[config.mk]
export PLATFORM = sky130hd
export DESIGN_NAME = hex_char_reference_decoder_core
export DESIGN_NICKNAME = d
export VERILOG_FILES = /design/src/hcr_pkg.sv /design/src/hex_char_reference_decoder_core.sv /design/src/hcr_ctrl.sv /design/src/hcr_datapath.sv
export SDC_FILE = /design/constraint.sdc
export NUM_CORES = 1
export LEC_CHECK = 0
export BUFFER_PORTS_ARGS = -buffer_cell sky130_fd_sc_hd__buf_2
export CAP_MARGIN = 20
export CORE_MARGIN = 2
export CORE_UTILIZATION = 30
export DETAILED_ROUTE_END_ITERATION = 10
export PLACE_DENSITY = 0.53
export SLEW_MARGIN = 20
export SYNTH_ARGS = -nofsm -noshare
export SYNTH_HDL_FRONTEND = slang
export SYNTH_SLANG_ARGS = --single-unit
[constraint.sdc]
create_clock -name clk -period 2.97 [get_ports clk]
set_input_delay 0.594 -clock clk [delete_from_list [all_inputs] [get_ports clk]]
set_output_delay 0.594 -clock clk [all_outputs]
set_load 0.02 [all_outputs]
[src/hcr_pkg.sv]
// Shared types, constants and helpers for the hex character reference decoder.
// Used by the controller, the datapath and the top level; depends on nothing.
package hcr_pkg;

  // Longest digit run that a reference may hold
  localparam int MAX_DIGITS = 7;
  localparam int CNT_W      = $clog2(MAX_DIGITS + 1);
  localparam int IDX_W      = (MAX_DIGITS > 1) ? $clog2(MAX_DIGITS) : 1;
  // Held bytes: '&', '#', 'x' and the digits
  localparam int WALK_W     = $clog2(MAX_DIGITS + 4);

  localparam logic [7:0] CH_AMP  = 8'h26;
  localparam logic [7:0] CH_HASH = 8'h23;
  localparam logic [7:0] CH_X    = 8'h78;
  localparam logic [7:0] CH_SEMI = 8'h3B;

  typedef enum logic [1:0] {
    PH_IDLE = 2'd0,
    PH_AMP  = 2'd1,
    PH_HASH = 2'd2,
    PH_X    = 2'd3
  } phase_t;

  // Where an output byte comes from
  typedef enum logic [1:0] {
    SRC_INPUT = 2'd0,
    SRC_HELD  = 2'd1,
    SRC_BYTE  = 2'd2
  } emit_src_t;

  typedef struct packed {
    logic [7:0] in_byte;
    logic       string_end;
  } in_item_t;

  typedef struct packed {
    logic [7:0] out_byte;
    logic       run_last;
    logic       string_done;
  } out_item_t;

  // Controller to datapath
  typedef struct packed {
    logic      take;
    logic      emit;
    emit_src_t src;
    logic      last;
    logic      done;
    logic      walk_inc;
    logic      clear;
    logic      restart;
  } hcr_cmd_t;

  // Datapath to controller
  typedef struct packed {
    logic abort;
    logic mid_emit;
    logic walk_final;
    logic out_free;
    logic cur_amp;
    logic cur_end;
    logic in_end;
  } hcr_status_t;

  function automatic logic is_hex(input logic [7:0] b);
    return ((b >= 8'h30) && (b <= 8'h39)) || ((b >= 8'h61) && (b <= 8'h66)) ||
           ((b >= 8'h41) && (b <= 8'h46));
  endfunction

  function automatic logic [3:0] hex_val(input logic [7:0] b);
    logic [7:0] v;
    if ((b >= 8'h30) && (b <= 8'h39)) begin
      v = b - 8'h30;
    end else if ((b >= 8'h61) && (b <= 8'h66)) begin
      v = b - 8'h57;
    end else if ((b >= 8'h41) && (b <= 8'h46)) begin
      v = b - 8'h37;
    end else begin
      v = 8'h00;
    end
    return v[3:0];
  endfunction

endpackage

[src/hex_char_reference_decoder_core.sv]
// Hex character reference decoder: text in, text out, "&#x" + hex digits + ";"
// replaced by the low byte of the value. A byte that passes through or closes a
// reference is taken and leaves through the output register at once. A byte
// that holds more back (part of "&#x" or a digit) is taken and gives nothing.
// When a reference breaks or the string ends in one, the byte is taken with
// nothing given, then the released bytes leave one a cycle while the output is
// not stalled (up to MAX_DIGITS + 4 bytes), and meanwhile the input is stalled.
// Depends on hcr_pkg, hcr_ctrl and hcr_datapath.
module hex_char_reference_decoder_core (
  input  logic               clk,
  input  logic               rst,
  input  logic               in_valid,
  output logic               in_stall,
  input  hcr_pkg::in_item_t  in_data,
  output logic               out_valid,
  input  logic               out_stall,
  output hcr_pkg::out_item_t out_data
);
  import hcr_pkg::*;

  hcr_cmd_t    cmd;
  hcr_status_t st;

  // Sequencer
  hcr_ctrl u_ctrl (
    .clk      (clk),
    .rst      (rst),
    .in_valid (in_valid),
    .in_stall (in_stall),
    .st       (st),
    .cmd      (cmd)
  );

  // Match state and output register
  hcr_datapath u_datapath (
    .clk       (clk),
    .rst       (rst),
    .in_data   (in_data),
    .cmd       (cmd),
    .st        (st),
    .out_valid (out_valid),
    .out_stall (out_stall),
    .out_data  (out_data)
  );

endmodule

[src/hcr_ctrl.sv]
// Sequencing state machine of the hex character reference decoder.
// Depends on hcr_pkg; drives the datapath through hcr_cmd_t.
module hcr_ctrl (
  input  logic                clk,
  input  logic                rst,
  input  logic                in_valid,
  output logic                in_stall,
  input  hcr_pkg::hcr_status_t st,
  output hcr_pkg::hcr_cmd_t    cmd
);
  import hcr_pkg::*;

  typedef enum logic [3:0] {
    ST_IDLE  = 4'b0001,
    ST_ABORT = 4'b0010,
    ST_MID   = 4'b0100,
    ST_FLUSH = 4'b1000
  } state_t;

  state_t state, state_next;

  // Hold state
  always_ff @(posedge clk) begin
    if (rst) begin
      state <= ST_IDLE;
    end else begin
      state <= state_next;
    end
  end

  // Decide the next step and the datapath command
  always_comb begin
    state_next   = state;
    in_stall     = 1'b1;
    cmd          = '0;
    cmd.src      = SRC_INPUT;
    case (state)
      ST_IDLE: begin
        in_stall = !st.out_free;
        if (in_valid && st.out_free) begin
          cmd.take = 1'b1;
          if (st.abort) begin
            state_next = ST_ABORT;
          end else if (st.mid_emit) begin
            cmd.emit = 1'b1;
            cmd.src  = SRC_INPUT;
            cmd.last = 1'b1;
            cmd.done = st.in_end;
          end else if (st.in_end) begin
            state_next = ST_FLUSH;
          end
        end
      end
      ST_ABORT: begin
        // Release held bytes, then the breaker; an '&' may restart
        if (st.out_free) begin
          cmd.emit     = 1'b1;
          cmd.src      = SRC_HELD;
          cmd.last     = st.walk_final && st.cur_amp && !st.cur_end;
          cmd.walk_inc = 1'b1;
          if (st.walk_final) begin
            cmd.clear = 1'b1;
            if (st.cur_amp && !st.cur_end) begin
              cmd.restart = 1'b1;
              state_next  = ST_IDLE;
            end else begin
              state_next = ST_MID;
            end
          end
        end
      end
      ST_MID: begin
        if (st.out_free) begin
          cmd.emit   = 1'b1;
          cmd.src    = SRC_BYTE;
          cmd.last   = 1'b1;
          cmd.done   = st.cur_end;
          state_next = ST_IDLE;
        end
      end
      ST_FLUSH: begin
        // Flush the held reference at the end of the string
        if (st.out_free) begin
          cmd.emit     = 1'b1;
          cmd.src      = SRC_HELD;
          cmd.last     = st.walk_final;
          cmd.done     = st.walk_final;
          cmd.walk_inc = 1'b1;
          if (st.walk_final) begin
            cmd.clear  = 1'b1;
            state_next = ST_IDLE;
          end
        end
      end
      default: begin
        state_next = ST_IDLE;
      end
    endcase
  end

endmodule

[src/hcr_datapath.sv]
// Match state, held digits, walk counter and output register of the decoder.
// Depends on hcr_pkg; obeys hcr_cmd_t from the controller.
module hcr_datapath (
  input  logic                 clk,
  input  logic                 rst,
  input  hcr_pkg::in_item_t    in_data,
  input  hcr_pkg::hcr_cmd_t    cmd,
  output hcr_pkg::hcr_status_t st,
  output logic                 out_valid,
  input  logic                 out_stall,
  output hcr_pkg::out_item_t   out_data
);
  import hcr_pkg::*;

  phase_t            phase;
  logic [CNT_W-1:0]  digit_count;
  logic [7:0]        held_digits [MAX_DIGITS];
  logic [7:0]        hex_value;
  logic [7:0]        cur_byte;
  logic              cur_end;
  logic [WALK_W-1:0] walk;

  logic              in_hex;
  logic              room;
  logic [WALK_W-1:0] held_len;
  logic [IDX_W-1:0]  dig_idx;
  logic [WALK_W-1:0] dig_off;
  logic [7:0]        held_byte;
  logic [7:0]        mid_byte;
  logic [7:0]        emit_byte;

  assign in_hex = is_hex(in_data.in_byte);
  assign room   = digit_count < CNT_W'(MAX_DIGITS);

  // Classify the offered byte against the current match
  always_comb begin
    st.abort    = 1'b0;
    st.mid_emit = 1'b0;
    case (phase)
      PH_IDLE: st.mid_emit = (in_data.in_byte != CH_AMP);
      PH_AMP:  st.abort    = (in_data.in_byte != CH_HASH);
      PH_HASH: st.abort    = (in_data.in_byte != CH_X);
      PH_X: begin
        if (in_data.in_byte == CH_SEMI) begin
          st.mid_emit = 1'b1;
        end else begin
          st.abort = !(in_hex && room);
        end
      end
      default: st.abort = 1'b0;
    endcase
  end

  assign mid_byte = (phase == PH_X) ? hex_value : in_data.in_byte;

  // Held bytes in order: '&', '#', 'x', then the digits
  assign held_len = WALK_W'(phase) + ((phase == PH_X) ? WALK_W'(digit_count) : '0);
  assign dig_off  = walk - WALK_W'(3);
  assign dig_idx  = dig_off[IDX_W-1:0];

  always_comb begin
    case (walk)
      WALK_W'(0): held_byte = CH_AMP;
      WALK_W'(1): held_byte = CH_HASH;
      WALK_W'(2): held_byte = CH_X;
      default:    held_byte = held_digits[dig_idx];
    endcase
  end

  always_comb begin
    case (cmd.src)
      SRC_INPUT: emit_byte = mid_byte;
      SRC_HELD:  emit_byte = held_byte;
      SRC_BYTE:  emit_byte = cur_byte;
      default:   emit_byte = cur_byte;
    endcase
  end

  assign st.walk_final = (walk + WALK_W'(1)) == held_len;
  assign st.out_free   = !out_valid || !out_stall;
  assign st.cur_end    = cur_end;
  assign st.in_end     = in_data.string_end;
  assign st.cur_amp    = (cur_byte == CH_AMP);

  // Latch the accepted byte
  always_ff @(posedge clk) begin
    if (cmd.take) begin
      cur_byte <= in_data.in_byte;
      cur_end  <= in_data.string_end;
    end
  end

  // Walk through the held bytes
  always_ff @(posedge clk) begin
    if (rst) begin
      walk <= '0;
    end else if (cmd.take || cmd.clear) begin
      walk <= '0;
    end else if (cmd.walk_inc) begin
      walk <= walk + WALK_W'(1);
    end
  end

  // Advance the match, or drop it
  always_ff @(posedge clk) begin
    if (rst) begin
      phase       <= PH_IDLE;
      digit_count <= '0;
      hex_value   <= '0;
    end else if (cmd.clear) begin
      phase       <= cmd.restart ? PH_AMP : PH_IDLE;
      digit_count <= '0;
      hex_value   <= '0;
    end else if (cmd.take && !st.abort) begin
      case (phase)
        PH_IDLE: begin
          if (in_data.in_byte == CH_AMP) phase <= PH_AMP;
        end
        PH_AMP:  phase <= PH_HASH;
        PH_HASH: phase <= PH_X;
        PH_X: begin
          if (in_data.in_byte == CH_SEMI) begin
            phase       <= PH_IDLE;
            digit_count <= '0;
            hex_value   <= '0;
          end else begin
            digit_count <= digit_count + CNT_W'(1);
            hex_value   <= {hex_value[3:0], hex_val(in_data.in_byte)};
          end
        end
        default: phase <= PH_IDLE;
      endcase
    end
  end

  // Store each accepted digit
  always_ff @(posedge clk) begin
    if (cmd.take && !st.abort && (phase == PH_X) && (in_data.in_byte != CH_SEMI)) begin
      held_digits[digit_count[IDX_W-1:0]] <= in_data.in_byte;
    end
  end

  // Output register: load on emit, drop after the transfer
  always_ff @(posedge clk) begin
    if (rst) begin
      out_valid <= 1'b0;
    end else if (cmd.emit) begin
      out_valid <= 1'b1;
    end else if (!out_stall) begin
      out_valid <= 1'b0;
    end
  end

  always_ff @(posedge clk) begin
    if (cmd.emit) begin
      out_data.out_byte    <= emit_byte;
      out_data.run_last    <= cmd.last;
      out_data.string_done <= cmd.done;
    end
  end

endmodule

==> metrics.cfg <==
[clocking]
cts_tree=yes
insertion_delay_ns=0.34
cts_made_buffers=9
path_clk_slew_ns=0.07
h-tree-depth=3
cts_hold_buf=0
cts_setup_buffers=0
cts_root_buf=clkbuf_16
cts.sinks=97
cts.repair.resized=0
cts_max_path_buffers=2

[logic_synthesis]
yosys.area.top_type=edfxtp_1
yosys_warnings=0
async_flop_share=0
synth_edf_count=75
synthCells=391
synth_top_area_frac=0.4726
synth_cell_type_count=60
synth_fp_nets=420
ys_top_cells_by_area=edfxtp_1 (47%), dfxtp_1 (9.2%), ha_1 (3.9%)
synth_flop_cell=edfxtp_1
synth_seq_area_share=0.5650
netlist_area_sq_um=4766
ys_ff_latch=97
synth_area_per_cell_sq_um=12.19

[timing]
finalSetupTns_ns=0
setup_ws_ns=0.1660
worst_pin_slew_ns=0.4767
slew_headroom=0.6799
min_period_over_period=0.9441
skew_ns=0.006040
report.final.hold_viol_count=0
setup_violations=0
slew_viol_final=0
period_minus_slack_ns=2.804
fmax_ghz=0.3566
rsz0062_at_grt=false

[routing]
antenna_left=0
dr_wl_met3_microns=651
drt_iter0_drc=323
first_pass_iters=5
num_vias=3332
maxUsedRoutingLayer=met4
wl_met1_microns=5526
wl_microns=12050
wl_per_cell_microns=18.29
wl_met2_microns=5775
route.detailed.drc=0
viasPerCell=5.056

[die]
die_w_microns=130.0
num_rows=46
ios=25
start_util=0.3033
dieArea_sq_um=16910
dieHeight_microns=130.0
core_area_sq_um=15710

[placement]
place_congestion=0.8570
detailedPlacementHpwl_microns=8956
port-buffer-count=24
dp_cells=643
post-place-ws_ns=0.03656

[setup_path]
cp_num_cells=10
worstSetupPathType=flop to flop
worstPathRequired_ns=3.20
worst-path-buf-inv=1
cp-end-kind=flop
r2r-start=u_datapath.phase[1]
cp_cell_sequence=ha_1 -> and2_1 -> ha_1 -> inv_1 -> fa_1 -> xnor3_1 -> and4_4 -> and2_4 -> o221ai_1 -> a221o_1
worst-path-max-fanout=9
crit_family=adder cells
rr_worst_depth=10
critPathLaunchType=flop
slowest_delay_ns=0.40
critical_path_arrival_ns=3.04
path_common_cell=ha_1
crit_slowest_cell=dfxtp_1
startpoint=u_datapath.phase[1]

[grt]
gr-total-overflow=0
grt_pass1_wl_microns=18790
antenna_found_initial=0
grtUsageTotal=0.1480
first_global_vias=3269
grt_max_degree=21

[cells_and_area]
instances_no_fill=659
fin_nets=467
nFillCells=1537
area_growth_pct=17.20
diodes=0
drive_above_1_share=0.2054

[power_and_ir_drop]
power_leakage_nw=1.940
ir_worst_vdd_mv=0.3640
powerDensity_nw_per_um2=490.7

[status]
status=finished clean

[min_path]
hold_path_depth=1
hp-class=input port to flop
hold_path_startpoint=in_data[0]

[job]
drv_cap=0

## per-layer routing
layer  up-vias  global-route usage
met1      1656              0.2070
met5         -                   0
met2        96              0.2356
li1       1573                   -
met4         0             0.03479
met3         7             0.03280
## synth_stat cells (all sizes together), types with 2 or more instances
cell type and n:
a31oi 5, and2 3, a221oi 2, mux2i 14
nor4bb 2, clkbuf 10, nand2 25, o211ai 6
nor3 6, and3 4, xor2 6, nand2b 8
nand3 8, buf 7, dfxtp 22, a21boi 2
ha 15, nor2 38, nand3b 4, a22oi 9
xnor2 7, or2 2, mux4 8, edfxtp 75
nor4 2, nor3b 7, a21o 3, a32o 4
nand4 2, nor4b 2, nor2b 4, mux2 3
a221o 4, o21ai 18, inv 14, a21oi 25
## registers in the layout (all words and copies together), names as in the netlist
signal                  cells
u_ctrl.state                4
u_datapath.held_digits     56
u_datapath.digit_count      3
u_datapath.walk             4
u_datapath.out_data        10
u_datapath.phase            2
u_datapath.cur_end          1
u_datapath.hex_value        8
u_datapath.cur_byte         8
u_datapath.out_valid        1
## path summary, 6_finish.rpt
check / to / slack (ns)
min: u_datapath.cur_end / 0.45
min reg2reg: u_datapath.hex_value[5] / 0.52
max reg2reg: u_ctrl.state[0] / 0.17
max: u_ctrl.state[0] / 0.17
## cells in the final DEF (no fill, tap or decap), types with 3 or more instances in the layout
master     count
edfxtp_1      75
nor2_1        38
buf_4         29
nand2_1       25
a21oi_1       24
buf_2         24
dfxtp_1       22
o21ai_0       18
ha_1          15
inv_1         14
mux2i_1       14
a22oi_1        9
clkbuf_16      9
nand3_1        8
nand2b_1       8
mux4_2         8
xnor2_1        7
o211ai_1       6
nor3_1         6
nor3b_1        5
a31oi_1        5
xor2_1         5
and3_1         4
nor2b_1        4
nand3b_1       4
a221o_1        4
a32o_1         4
mux2_2         3
a21o_1         3
## cells by family (layout without fill, tap and decap cells)
group / count (synthesis) / count (layout) / share of synthesized area
simple gates: 122 / 122 / 0.1355
flops: 97 / 97 / 0.5650
compound gates: 86 / 86 / 0.1213
buf+inv: 31 / 83 / 0.02783
mux: 25 / 25 / 0.07430
fa+ha+maj: 16 / 16 / 0.04358
xor+xnor: 14 / 14 / 0.03255
## cell type report
cell class / instances / area, sq um / area share
inverter: 14 / 52.55 / 0.009409
timing repair buffer: 53 / 337.8 / 0.06048
tap: 216 / 270.3 / 0.04839
multi-input combinational: 263 / 1951 / 0.3492
clock inverter: 6 / 52.55 / 0.009409
sequential: 97 / 2693 / 0.4821
clock buffer: 10 / 229.0 / 0.04099
## through the flow
| stage | hold slack (ns) | total power, W | cell area, sq um | utilization |
|---|---|---|---|---|
| after global routing | 0.4431 | 0.002839 | 5585 | 0.3555 |
| after floorplan | 0.4586 | 0.001595 | 4781 | - |
| final | 0.4527 | 0.002741 | 5585 | 0.3555 |
| after global placement | 0.4901 | 0.001669 | 5304 | 0.3376 |
| after detailed placement | 0.5029 | 0.001670 | 5304 | 0.3376 |
| after CTS | 0.4465 | 0.002770 | 5585 | 0.3555 |
## where the power goes
group,switching (W),internal (W)
sequential,0.00000834,0.00148
combinational,0.000102,0.0000474
clock,0.000521,0.000580
total,0.000631,0.00211
(Power assumes the default switching activity.)
